[config.mk]
export PLATFORM = sky130hd
export DESIGN_NAME = keyboard_mode_flag_stack
export DESIGN_NICKNAME = d
export VERILOG_FILES = /design/src/rtl/kmfs_pkg.sv /design/src/rtl/kmfs_mem.sv /design/src/rtl/keyboard_mode_flag_stack.sv
export SDC_FILE = /design/constraint.sdc
export NUM_CORES = 1
export LEC_CHECK = 0
export BUFFER_PORTS_ARGS = -buffer_cell sky130_fd_sc_hd__buf_4
export CAP_MARGIN = 15
export CORE_ASPECT_RATIO = 1.25
export CORE_MARGIN = 4
export CORE_UTILIZATION = 59
export CTS_BUF_LIST = sky130_fd_sc_hd__clkbuf_8
export DETAILED_ROUTE_END_ITERATION = 10
export PLACE_DENSITY = 0.81
export SYNTH_ARGS = -nofsm -noshare
export SYNTH_HDL_FRONTEND = slang
export SYNTH_SLANG_ARGS = --single-unit
[constraint.sdc]
create_clock -name clk -period 9.2 [get_ports clk]
set_input_delay 0.92 -clock clk [delete_from_list [all_inputs] [get_ports clk]]
set_output_delay 0.92 -clock clk [all_outputs]
set_load 0.02 [all_outputs]
[src/rtl/kmfs_pkg.sv]
// Package for the keyboard mode flag stack: payload structs, action and
// set-mode codes, and default sizes. No dependencies.
package kmfs_pkg;

  localparam int unsigned KMFS_STACK_DEPTH = 8;
  localparam int unsigned FLAG_W           = 5;
  localparam int unsigned COUNT_W          = 8;

  typedef enum logic [1:0] {
    ACT_PUSH  = 2'd0,
    ACT_POP   = 2'd1,
    ACT_SET   = 2'd2,
    ACT_CLEAR = 2'd3
  } action_t;

  typedef enum logic [1:0] {
    MODE_KEEP    = 2'd0,
    MODE_REPLACE = 2'd1,
    MODE_OR      = 2'd2,
    MODE_ANDNOT  = 2'd3
  } set_mode_t;

  typedef struct packed {
    action_t             action;
    logic                screen;
    logic [FLAG_W-1:0]   flag_word;
    logic [COUNT_W-1:0]  pop_count;
    set_mode_t           set_mode;
  } in_word_t;

  typedef struct packed {
    logic              out_screen;
    logic [FLAG_W-1:0] published_flags;
  } out_word_t;

endpackage

[src/rtl/kmfs_mem.sv]
// Flag entry memory: one write port, one read port with registered data.
// Depends on nothing; sized by the top level.
module kmfs_mem #(
  parameter int unsigned DEPTH = 16,
  parameter int unsigned WIDTH = 5
) (
  input  logic                     clk,
  input  logic                     wr_en,
  input  logic [$clog2(DEPTH)-1:0] wr_addr,
  input  logic [WIDTH-1:0]         wr_data,
  input  logic [$clog2(DEPTH)-1:0] rd_addr,
  output logic [WIDTH-1:0]         rd_data
);

  logic [WIDTH-1:0] mem [DEPTH];
  logic [WIDTH-1:0] rd_data_r;

  always_ff @(posedge clk) begin
    if (wr_en) begin
      mem[wr_addr] <= wr_data;
    end
  end

  always_ff @(posedge clk) begin
    rd_data_r <= mem[rd_addr];
  end

  assign rd_data = rd_data_r;

endmodule

[src/rtl/keyboard_mode_flag_stack.sv]
// Keyboard mode flag stack, top level: two bounded flag stacks kept as ring
// buffers in kmfs_mem. Uses kmfs_pkg.
// Result strobe registered in s1_valid_r then out_valid_r; one word per cycle.
// The pop result comes from the registered read port of the entry memory.
// Reset (rst_n low, synchronous) empties both stacks and holds busy high;
// entry contents are not cleared. The receiver cannot stall out_valid.
module keyboard_mode_flag_stack import kmfs_pkg::*; #(
  parameter int unsigned STACK_DEPTH = KMFS_STACK_DEPTH
) (
  input  logic      clk,
  input  logic      rst_n,
  input  logic      start,
  output logic      busy,
  input  in_word_t  in_data,
  output logic      out_valid,
  output out_word_t out_data
);

  localparam int unsigned PW  = $clog2(STACK_DEPTH);
  localparam int unsigned DW  = $clog2(STACK_DEPTH + 1);
  localparam int unsigned AW  = $clog2(2 * STACK_DEPTH);
  localparam int unsigned CW  = (DW > COUNT_W) ? DW : COUNT_W;

  function automatic logic [PW-1:0] wrap_add(logic [PW-1:0] a, logic [PW-1:0] b);
    logic [PW:0] s;
    s = {1'b0, a} + {1'b0, b};
    if (s >= (PW+1)'(STACK_DEPTH)) s = s - (PW+1)'(STACK_DEPTH);
    return s[PW-1:0];
  endfunction

  logic [DW-1:0]     depth_r [2];
  logic [DW-1:0]     depth_nxt [2];
  logic [PW-1:0]     base_r [2];
  logic [PW-1:0]     base_nxt [2];
  logic [FLAG_W-1:0] top_r [2];
  logic [FLAG_W-1:0] top_nxt [2];
  logic [FLAG_W-1:0] top_eff [2];

  logic              s1_valid_r, s1_scr_r, s1_pop_r, s1_nonempty_r;
  logic [FLAG_W-1:0] s1_val_r;
  logic [FLAG_W-1:0] s1_pub;
  logic              out_valid_r;
  out_word_t         out_data_r;

  logic              acc;
  logic              scr;
  logic [DW-1:0]     depth, nd;
  logic [PW-1:0]     base, nb, wr_ptr, rd_ptr;
  logic [FLAG_W-1:0] cur_top, new_top, t;
  logic              is_pop, wr_en;
  logic [AW-1:0]     wr_addr, rd_addr;
  logic [FLAG_W-1:0] rd_data;

  assign busy = ~rst_n;
  assign acc  = start && !busy;
  assign scr  = in_data.screen;

  assign s1_pub = s1_pop_r ? (s1_nonempty_r ? rd_data : '0) : s1_val_r;

  always_comb begin
    for (int s = 0; s < 2; s++) begin
      top_eff[s] = (s1_valid_r && s1_pop_r && (s1_scr_r == 1'(s))) ? s1_pub : top_r[s];
    end
  end

  assign depth   = depth_r[scr];
  assign base    = base_r[scr];
  assign cur_top = top_eff[scr];

  always_comb begin
    nd      = depth;
    nb      = base;
    wr_ptr  = base;
    rd_ptr  = wrap_add(base, PW'(nd - DW'(1)));
    new_top = cur_top;
    is_pop  = 1'b0;
    wr_en   = 1'b0;
    t       = '0;
    unique case (in_data.action)
      ACT_PUSH: begin
        wr_en   = 1'b1;
        new_top = in_data.flag_word;
        if (depth == DW'(STACK_DEPTH)) begin
          wr_ptr = base;
          nb     = wrap_add(base, PW'(1));
        end else begin
          wr_ptr = wrap_add(base, PW'(depth));
          nd     = depth + DW'(1);
        end
      end
      ACT_POP: begin
        is_pop = 1'b1;
        if (CW'(in_data.pop_count) > CW'(depth)) nd = '0;
        else nd = depth - DW'(in_data.pop_count);
        rd_ptr = wrap_add(base, PW'(nd - DW'(1)));
      end
      ACT_SET: begin
        wr_en = 1'b1;
        if (depth == '0) begin
          t      = '0;
          nd     = DW'(1);
          wr_ptr = base;
        end else begin
          t      = cur_top;
          wr_ptr = wrap_add(base, PW'(depth - DW'(1)));
        end
        unique case (in_data.set_mode)
          MODE_REPLACE: t = in_data.flag_word;
          MODE_OR:      t = t | in_data.flag_word;
          MODE_ANDNOT:  t = t & ~in_data.flag_word;
          default:      t = t;
        endcase
        new_top = t;
      end
      default: begin
        nd      = '0;
        new_top = '0;
      end
    endcase
  end

  always_comb begin
    for (int s = 0; s < 2; s++) begin
      depth_nxt[s] = depth_r[s];
      base_nxt[s]  = base_r[s];
      top_nxt[s]   = top_eff[s];
      if (acc && (scr == 1'(s))) begin
        depth_nxt[s] = nd;
        base_nxt[s]  = nb;
        if (!is_pop) top_nxt[s] = new_top;
      end
    end
  end

  assign wr_addr = scr ? AW'(wr_ptr) + AW'(STACK_DEPTH) : AW'(wr_ptr);
  assign rd_addr = scr ? AW'(rd_ptr) + AW'(STACK_DEPTH) : AW'(rd_ptr);

  kmfs_mem #(
    .DEPTH(2 * STACK_DEPTH),
    .WIDTH(FLAG_W)
  ) u_mem (
    .clk    (clk),
    .wr_en  (acc && wr_en),
    .wr_addr(wr_addr),
    .wr_data(new_top),
    .rd_addr(rd_addr),
    .rd_data(rd_data)
  );

  always_ff @(posedge clk) begin
    if (!rst_n) begin
      depth_r[0]  <= '0;
      depth_r[1]  <= '0;
      base_r[0]   <= '0;
      base_r[1]   <= '0;
      s1_valid_r  <= 1'b0;
      out_valid_r <= 1'b0;
    end else begin
      depth_r[0]  <= depth_nxt[0];
      depth_r[1]  <= depth_nxt[1];
      base_r[0]   <= base_nxt[0];
      base_r[1]   <= base_nxt[1];
      s1_valid_r  <= acc;
      out_valid_r <= s1_valid_r;
    end
  end

  always_ff @(posedge clk) begin
    top_r[0]      <= top_nxt[0];
    top_r[1]      <= top_nxt[1];
    s1_scr_r      <= scr;
    s1_pop_r      <= is_pop;
    s1_nonempty_r <= (nd != '0);
    s1_val_r      <= new_top;
    out_data_r    <= '{out_screen: s1_scr_r, published_flags: s1_pub};
  end

  assign out_valid = out_valid_r;
  assign out_data  = out_data_r;

  a_result_follows: assert property (@(posedge clk) disable iff (!rst_n)
    acc |-> ##2 out_valid)
    else $error("accepted word produced no result");

  a_depth_bound: assert property (@(posedge clk) disable iff (!rst_n)
    (depth_r[0] <= DW'(STACK_DEPTH)) && (depth_r[1] <= DW'(STACK_DEPTH)))
    else $error("stack depth beyond limit");

  a_base_bound: assert property (@(posedge clk) disable iff (!rst_n)
    (base_r[0] < PW'(STACK_DEPTH - 1) || base_r[0] == PW'(STACK_DEPTH - 1)) &&
    (base_r[1] < PW'(STACK_DEPTH - 1) || base_r[1] == PW'(STACK_DEPTH - 1)))
    else $error("ring base out of range");

  a_push_publishes: assert property (@(posedge clk) disable iff (!rst_n)
    (acc && in_data.action == ACT_PUSH) |->
      ##2 (out_data.published_flags == $past(in_data.flag_word, 2)))
    else $error("push did not publish pushed word");

  a_clear_publishes_zero: assert property (@(posedge clk) disable iff (!rst_n)
    (acc && in_data.action == ACT_CLEAR) |-> ##2 (out_data.published_flags == '0))
    else $error("stack reset did not publish zero");

endmodule

==> results.txt, run 1 <==
The count of vias placed by the detailed router is 4670. Derived from the worst setup path, the maximum achievable clock frequency is 177 MHz. The worst-case reg-to-reg path depth came out at 15. The sequential standard cell area is ~3400 sq um. Yosys printed 0 warnings.

The number of placed cells counting well taps is 670. Sequential cells were found to cover 53.0% of the synthesized design area. The clock tree buffer depth came out at 2.

The worst-case IR drop observed on VDD is 0.000183 V. The path with the worst hold slack has its endpoint at out_data[5]$_DFF_P_. The most frequent standard cell in the layout excluding fill and tap cells is sky130_fd_sc_hd__edfxtp_1. The detailed-route vias per instance came out at 6.63. The final critical path time including I/O delays and setup is 5640 ps.

Global routing used between 20 and 25% of the available tracks across all layers. The cell taking the most area after synthesis is sky130_fd_sc_hd__edfxtp_1. The total standard cell area after synthesis is 6500 sq um.

After clock tree synthesis, the repair step resized 0 gates. The clock tree synthesis step divided the H-tree into 4 levels. The critical path is of the in -> reg type. The final count of negative-setup-slack endpoints came out at 0. The placed wire-length estimate after detailed placement came out at 10700 microns.

The number of nets in the synthesized netlist is 573. The final wirelength is 15200 microns. The static leakage came out at 2.72 nW. The endpoint identified for the worst register-to-register timing path is u_mem.rd_data[2]$_DFF_P_. The growth of design area from synthesis to finish is 10.7%. The setup skew after layout came out at around 13 ps. Counting every sink on the clock net gives 125. At the pin with the least slew margin, the transition time is ~1200 ps.

The depth of the worst hold-timing path is 0. The first-iteration detailed-routing DRC count came out at 408. For the final routed database, the setup TNS stands at 0 ps.

The flow ran to the end, and the final reports show no timing, DRC or antenna violations. In this run the tool buffered the top-level ports with 28 buffer cells. The clock transition at the registers of the reported paths came out at 80 ps.

In this run, distinct cell masters in the synthesized netlist total 67. The area of the placeable core came out at about 11000 sq um. The TritonCTS clock tree is yes. The fraction of layout cells with a size suffix above 1 came out at 16.1%. After detailed routing, the average wire length per cell comes to around 22 microns. In this run the horizontal extent of the chip is 102 microns. The net count of the finished layout came out at 598.

The die footprint came out at about 13000 sq um. After layout, the worst path uses 61.3% of the clock period. The clock insertion delay at the later pin of the skew report is ~450 ps.

The die span in y came out at 125 microns. The slack of the worst reg-to-reg path came out at approximately 4100 ps. The largest single stage delay on the critical path is 710 ps. The area occupied by multi-input gates came out at 2810 sq um.

The count of placed standard cells in the final layout, fillers left out came out at 704. The layout filler cell count came out at approximately 770. The reported max-cap violation count is 0. The post-placement cell area is 6750 sq um. Summed over all layers, the global routing overflow is 0. For this design the top-level I/O count stands at 29.

The number of global-route vias before repair came out at 4771. The number of hold violations in the final report is 0. On the critical path, the stage with the largest delay is an instance of sky130_fd_sc_hd__fa_1. The first global-routing pass estimated 24400 microns of wire. The number of enable flip-flop cells after synthesis is 94. The number of clock buffers added by TritonCTS is 17. The maximum number of pins on one net before global-route repair came out at 43.

After detailed routing, the number of remaining DRC violations is 0. The buffer count from post-CTS setup fixing came out at 0. For this run, the leading register cell type out of synthesis is sky130_fd_sc_hd__edfxtp_1. STA puts the critical path data arrival time at 5950 ps. The share of flip-flops with an asynchronous set or reset is 0%. Walking the worst path, the cells encountered are buf_4 -> mux2i_1 -> inv_1 -> ha_1 -> nor2b_1 -> o211ai_1 -> a21o_1 -> nand2b_1 -> ha_1 -> inv_1 -> fa_1 -> mux2_4 -> mux2_1 -> mux4_2 -> o2bb2ai_1 -> a221oi_2. The number of max-slew violations in the final report came out at 0. The power per standard cell area came out at approximately 220 nW/um^2. Of all nets on the critical path, the largest fanout is 42. With fillers left out, the area of the finished cells amounts to between 7000 and 8000 sq um. The mean area per synthesized cell is roughly 12 sq um. Clock tree synthesis selected as its root buffer the cell sky130_fd_sc_hd__clkbuf_8.

In this run the critical register-to-register path is launched from depth_r[1][1]$_DFFE_PP_. The initial cell density of the core is 60.9%. For the worst setup path, the data required time is ~9500 ps. The worst slew margin relative to its limit came out at about a fifth. STA classifies the critical path startpoint as a primary input. In this run the core area contains 42 standard-cell rows. The number of buffers inserted for hold repair after clock tree synthesis is 0. In the post-synthesis netlist, the biggest area contributors are sky130_fd_sc_hd__edfxtp_1 (43%), sky130_fd_sc_hd__dfxtp_1 (9.5%), sky130_fd_sc_hd__mux2i_1 (6.2%). The power consumption came out at 0.00159 W. Synthesis produced a netlist whose cell count is 534. The remaining number of nets flagged by the antenna check after routing came out at 0.

The diode insertion count for antenna repair is 0. The capturing element type of the critical path is a flop. The number of antenna violations at the first check in global routing is 0. The number of optimization iterations in the first detailed-route pass is 7. The congestion estimate from routability-driven global placement came to 0.940.

In the layout the commonest cells are sky130_fd_sc_hd__edfxtp_1 (94), sky130_fd_sc_hd__nand2_1 (43), sky130_fd_sc_hd__mux2i_1 (40), sky130_fd_sc_hd__buf_4 (32), sky130_fd_sc_hd__dfxtp_1 (31). The startpoint of the lowest-slack hold path is s1_scr_r$_DFF_P_. The worst min-delay path class is reg -> reg. Setup repair after global routing left no endpoint under its margin. The count of state elements after synthesis is 125. The synthesized design devotes to its leading area cell type 43.4% of total area.
[critical path: cells and delay by family]
kind / cells / cell delay, ps
adder cells (fa/ha/maj): 3 / 1360
multiplexers: 4 / 2040
AND/OR/NAND/NOR: 2 / 270
buffers and inverters: 3 / 610
AO/OA/AOI/OAI: 4 / 690
[synthesized netlist by cell type (all sizes together), types with 2 or more instances]
library cell	number
nand2b	4
nor4	6
dfxtp	31
nand2	43
a21o	3
o211ai	7
nor3	18
mux2i	42
nor3b	4
o2111ai	3
o2bb2ai	4
a21oi	22
xnor2	8
a31oi	10
inv	24
nand3	9
o31ai	3
xor2	5
o22ai	3
nor2	19
and3b	2
mux4	8
buf	12
o221a	4
ha	14
a221oi	5
a211oi	2
a2bb2oi	3
o21ai	25
nor2b	7
edfxtp	94
a2111oi	7
mux2	19
o21a	12
clkbuf	15
nand4	4
a221o	9
and2	2
fa	4
a22oi	3
[layout make-up]
type	count	area share, %
clock buffer	17	3.25
clock inverter	15	2.59
inverter	25	1.30
multi-input combinational	357	39.1
sequential	125	47.9
tap	132	2.30
timing repair buffer	33	3.62
[state kept, by name (all words and copies together), names as in the netlist]
name	count
out_valid	1
s1_val_r	5
top_r	10
depth_r	8
s1_pop_r	1
base_r	6
s1_valid_r	1
out_data	6
s1_scr_r	1
u_mem.rd_data	5
u_mem.mem	80
s1_nonempty_r	1
[worst max path at each step]
stage	start	to	cells past startpoint
floorplan	in_data[15]	u_mem.rd_data[0]$_DFF_P_	18
global placement	in_data[15]	u_mem.rd_data[1]$_DFF_P_	16
detailed placement	in_data[15]	u_mem.rd_data[1]$_DFF_P_	16
CTS	in_data[15]	u_mem.rd_data[1]$_DFF_P_	16
global route	in_data[15]	u_mem.rd_data[1]$_DFF_P_	16
finish	in_data[15]	u_mem.rd_data[2]$_DFF_P_	16
[cells by family (layout without fill, tap and decap cells)]
logic type | Yosys count | in the layout | share of synthesized area (%)
adder cells (fa/ha/maj) | 18 | 18 | 3.93
multiplexers | 69 | 69 | 12.8
XOR/XNOR | 15 | 15 | 2.46
AO/OA/AOI/OAI | 133 | 133 | 14.8
buffers and inverters | 52 | 90 | 3.75
AND/OR/NAND/NOR | 122 | 122 | 9.28
flip-flops | 125 | 125 | 53.0
[report_power, final]
part | switching, W | total, W | internal, W
combinational | 0.000244 | 0.000418 | 0.000174
clock | 0.000234 | 0.000507 | 0.000272
sequential | 0.0000143 | 0.000668 | 0.000653
total | 0.000492 | 0.00159 | 0.00110
[per-stage QoR]
step	hold WS (ps)	utilization [%]	setup slack [ps]
after floorplan	344	-	4020
after global placement	360	63.3	3500
after detailed placement	367	63.3	3180
after CTS	377	67.2	3660
after global routing	391	67.5	3330
final	381	67.5	3560
[layer usage]
metal	routed length (microns)	up-vias	part of all wire, %	global-route usage, %
li1	-	2115	-	-
met1	5890	2315	39	30.3
met2	7770	187	51	41.1
met3	885	53	5.8	5.85
met4	606	0	4.0	12.5
met5	0	-	0	0
Note: power is estimated with default switching activity, not from simulation.
==> inputs of run 2 (changes only) <==
--- a/config.mk
+++ b/config.mk
@@ -5,14 +5,15 @@
 export SDC_FILE = /design/constraint.sdc
 export NUM_CORES = 1
 export LEC_CHECK = 0
+export ABC_AREA = 1
 export BUFFER_PORTS_ARGS = -buffer_cell sky130_fd_sc_hd__buf_4
 export CAP_MARGIN = 15
 export CORE_ASPECT_RATIO = 1.25
 export CORE_MARGIN = 4
-export CORE_UTILIZATION = 59
+export CORE_UTILIZATION = 57
 export CTS_BUF_LIST = sky130_fd_sc_hd__clkbuf_8
 export DETAILED_ROUTE_END_ITERATION = 10
-export PLACE_DENSITY = 0.81
+export PLACE_DENSITY = 0.82
 export SYNTH_ARGS = -nofsm -noshare
 export SYNTH_HDL_FRONTEND = slang
 export SYNTH_SLANG_ARGS = --single-unit
==> constraint.sdc (replaced) <==
create_clock -name clk -period 5 [get_ports clk]
set_input_delay 0.5 -clock clk [delete_from_list [all_inputs] [get_ports clk]]
set_output_delay 0.5 -clock clk [all_outputs]
set_load 0.02 [all_outputs]
==> run 2 against run 1 <==
Effect of this change: design area shrank 6.5%; register-to-register slack worse by 3100 ps; clock skew is 4.2 ps lower; global-route usage is 1.2 points lower; flip-flop and latch count did not move; cell count is 18% higher; core utilization shrank 1.2 points; sequential share of layout area increased by 3.3 points; critical path type unchanged; highest routed layer unchanged.
==> results.txt, run 2 <==
The flow ran to the end, and the final reports show no timing, DRC or antenna violations. The fraction of met2 tracks used by global routing is 42.8% (+1.7 points). The number of hold violations in the final report is 0 (unchanged).

The proportion of synthesized area in mux cells came out at 0% (-13 points). The remaining routing DRC violations is 0 (unchanged). The total negative slack for setup checks is 0 ps (unchanged). The total of cells resized after clock tree synthesis came out at 0 (unchanged). The power consumption is 0.00271 W (+70%).

The number of antenna violations at the first check in global routing came to 0 (unchanged). The maximum fanout along the worst path came out at 21 (-50%). The placed wire-length estimate after detailed placement came out at 9720 microns (-9.2%). The residual overflow from global routing is 0 (unchanged). The met3 layer usage reported by global route is 5.57% (-0.28 points). The count of vias placed by the detailed router is 4646 (-0.51%). The worst-case reg-to-reg path depth is 24 (+9). Dividing the final minimum period by the clock period gives 80.9%. The die span in y is 122 microns (-2.3%). met2 is the most crowded layer. The depth of the worst hold-timing path was 3 (+3). In the final layout, the registers with the most flip-flops are u_mem.mem (80), top_r (10), depth_r (8).

The power per standard cell area came to 403 nW/um^2 (+82%). By area, the combinational part of the netlist is dominated by simple AND/OR/NAND/NOR gates. Setup repair after global routing left no endpoint under its margin.

The final critical path time including I/O delays and setup came out at 4040 ps. The diode insertion count for antenna repair came out at 0 (unchanged). The sequential fraction of the synthesis area was 57.7% (+4.7 points).

The setup skew after layout came out at 8.93 ps (-4.22 ps). The total global routing track utilization came out at 23.7% (-1.2 points). The count of cell types in the netlist is 35 (-48%). TritonCTS built the clock tree.

Leaving out fill and tap cells, the most frequent cell in the layout is sky130_fd_sc_hd__nand2_1. The maximum number of pins on one net before global-route repair is 41 (-4.7%). The initial cell density of the core came out at 58.8% (-2.1 points). The share of flip-flops with an asynchronous set or reset came out at 0% (unchanged). The number of buffers created by CTS came out at 17 (unchanged).

The number of sinks handled by clock tree synthesis was 125 (unchanged). Ranked by total cell area, the synthesized netlist is headed by sky130_fd_sc_hd__edfxtp_1 (47%), sky130_fd_sc_hd__nand2_1 (14%), sky130_fd_sc_hd__dfxtp_1 (10%). The cell count after synthesis is 654 (+22%). By instance count, the cell type seen most on the critical path is sky130_fd_sc_hd__nand2_1. The clock transition at the registers of the reported paths came out at 70 ps (about the same). The net count of the finished layout came out at 728 (+22%). The buffer count from post-CTS setup fixing is 0 (unchanged). The worst setup path is captured at a flop. The clock tree buffer depth came out at 2 (unchanged). The adder and majority gate portion of the synthesized area came to 4.27% (+0.35 points). The die footprint came out at 12200 sq um (-4.6%).

On the critical path, the stage with the largest delay is an instance of sky130_fd_sc_hd__fa_1. The total standard cell area after synthesis was 5970 sq um (-8.1%). The cell taking the most area after synthesis is sky130_fd_sc_hd__edfxtp_1. The fraction of synthesized cell area taken by the top area cell type is 47.3% (+3.8 points). The area of the placeable core is 10200 sq um (-4.8%). The routed length per placed instance is 16.2 microns (-25%).

The synthesized-area fraction occupied by ao, oa, aoi and oai cells came to 7.04% (-7.8 points). The worst slew margin relative to its limit came out at 42.9% (+23 points). The highest cell delay on the worst timing path is 430 ps (-280 ps). The global-route wire length before repair came out at 22100 microns (-9.3%). The met1 track demand over resource in global routing came out at 25.5% (-4.9 points). The top register by number of flip-flops is u_mem.mem. The tree is rooted in a sky130_fd_sc_hd__clkbuf_8. The number of enable flip-flop cells after synthesis was 94 (unchanged).

The final wirelength is 13500 microns (-11%). The first-iteration detailed-routing DRC count came out at 469 (+15%). The final RePlAce weighted congestion came out at 0.920 (-2.1%).

The final count of negative-setup-slack endpoints is 0 (unchanged). The number of optimization iterations in the first detailed-route pass came out at 6 (-1). The slew at the pin closest to its max-slew limit came out at 857 ps (-333 ps). The number of top-level pins is 29 (unchanged). The worst min-delay path class is in -> reg. The worst setup path is of the in -> reg kind. The number of max-slew violations in the final report came out at 0 (unchanged).

The mean area per synthesized cell came out at 9.13 sq um (-25%). The worst ir drop on vdd came out at 0.000246 V (+34%). The net count after synthesis was 693 (+21%). The growth of design area from synthesis to finish came out at 12.7%. In the synthesized netlist, the cells that appear most often are sky130_fd_sc_hd__nand2_1 (220), sky130_fd_sc_hd__edfxtp_1 (94), sky130_fd_sc_hd__nand3_1 (60), sky130_fd_sc_hd__inv_1 (56), sky130_fd_sc_hd__nor2_1 (45). The maximum frequency from static timing analysis is 247 MHz.

The top cell types in the final layout, fill and taps aside, are sky130_fd_sc_hd__nand2_1 (220), sky130_fd_sc_hd__edfxtp_1 (94), sky130_fd_sc_hd__inv_1 (61), sky130_fd_sc_hd__nand3_1 (60), sky130_fd_sc_hd__nor2_1 (45). The number of I/O port buffers was 28 (unchanged). The xor and xnor area share after synthesis came to 0.587% (-1.9 points). The count of state elements after synthesis is 125 (unchanged). The data arrival time at the worst-slack endpoint came out at 4380 ps (-1570 ps). The number of core rows is 41 (-2.4%).

The clock insertion delay at the later pin of the skew report came out at 440 ps (about the same). The remaining number of nets flagged by the antenna check after routing came out at 0 (unchanged). The leading register cell type out of synthesis is sky130_fd_sc_hd__edfxtp_1. The detailed-route vias per instance is 5.59 (-16%). The static leakage was 2.92 nW (+7.4%). The CTS H-tree depth is 4 (unchanged). The number of warning messages in the yosys log is 0 (unchanged).

The number of global-route vias before repair came to 4671 (-2.1%). The number of buffers inserted for hold repair after clock tree synthesis was 0 (unchanged). The final worst hold slack came to 276 ps (-105 ps). The synthesized-area fraction occupied by and/or/nand/nor cells came out at 25.0% (+16 points). The required arrival time at the worst endpoint is 5340 ps (-4170 ps). The fraction of layout cells with a size suffix above 1 came out at 12.8% (-3.3 points). The horizontal die dimension was 99.6 microns (-2.3%).

Among all cell types in the netlist, the one instantiated most often is sky130_fd_sc_hd__nand2_1. The number of flip-flops in the largest register came out at 80 (unchanged). The worst setup path is launched from a primary input.

The reported max-cap violation count is 0 (unchanged).
[run 2: changes by cell type after synthesis, moves of 11 or more]
cell                       before  now
sky130_fd_sc_hd__nand2_1       43  220
sky130_fd_sc_hd__mux2i_1       40    0
sky130_fd_sc_hd__nor3_1        18    2
sky130_fd_sc_hd__nand3_1        9   60
sky130_fd_sc_hd__mux2_1        12    0
sky130_fd_sc_hd__clkbuf_1      15    3
sky130_fd_sc_hd__o21a_1        12    1
sky130_fd_sc_hd__a21oi_1       21   37
sky130_fd_sc_hd__nor2_1        19   45
sky130_fd_sc_hd__inv_1         23   56
[run 2: worst paths after layout]
| kind | slack, ps | startpoint | end |
|---|---|---|---|
| max | 960 | in_data[15] | u_mem.rd_data[3]$_DFF_P_ |
| min | 280 | rst_n | out_valid$_SDFF_PN0_ |
| max reg2reg | 980 | depth_r[1][0]$_DFFE_PP_ | u_mem.rd_data[3]$_DFF_P_ |
| min reg2reg | 380 | s1_scr_r$_DFF_P_ | out_data[5]$_DFF_P_ |
[run 2: final cells by class]
cell class,instances,area [sq um]
repair buffers,34,255
clock inverters,12,154
flip-flops and latches,125,3440
fillers,762,3430
clock buffers,20,275
inverters,63,236
multi-input cells,448,2200
well taps,129,161
[run 2: kinds of logic after synthesis]
family	after synthesis
buffers and inverters	81
adders and majority gates	18
AOI/OAI and AO/OA	75
xor gates and xnor gates	4
DFF	125
and+or+nand+nor	351
[run 2: through the flow]
step	instances	util (%)	cell area, sq um	worst slack [ps]
after floorplan	654	-	5970	1220
after global placement	799	62.0	6300	760
after detailed placement	799	62.0	6300	568
after CTS	831	66.3	6730	1030
after global routing	831	66.3	6730	504
final	831	66.3	6730	955
[run 2: metal layers]
metal | part of all wire, % | up-vias
met2 | 52 | 210
met5 | 0 | -
met4 | 4.5 | 0
met3 | 6.7 | 61
met1 | 36 | 2146
li1 | - | 2229
[run 2: worst max-delay path, delay by kind of cell]
family | cells | cell delay [ps]
AOI/OAI and AO/OA | 1 | 130
and+or+nand+nor | 15 | 2010
buffers and inverters | 7 | 720
adders and majority gates | 3 | 1030
[run 2: power by group]
| group | switching (W) | internal (W) | total (W) | leakage [nW] |
|---|---|---|---|---|
| registers | 0.0000200 | 0.00120 | 0.00122 | 1.13 |
| logic | 0.000384 | 0.000172 | 0.000557 | 1.55 |
| clock network | 0.000365 | 0.000571 | 0.000936 | 0.239 |
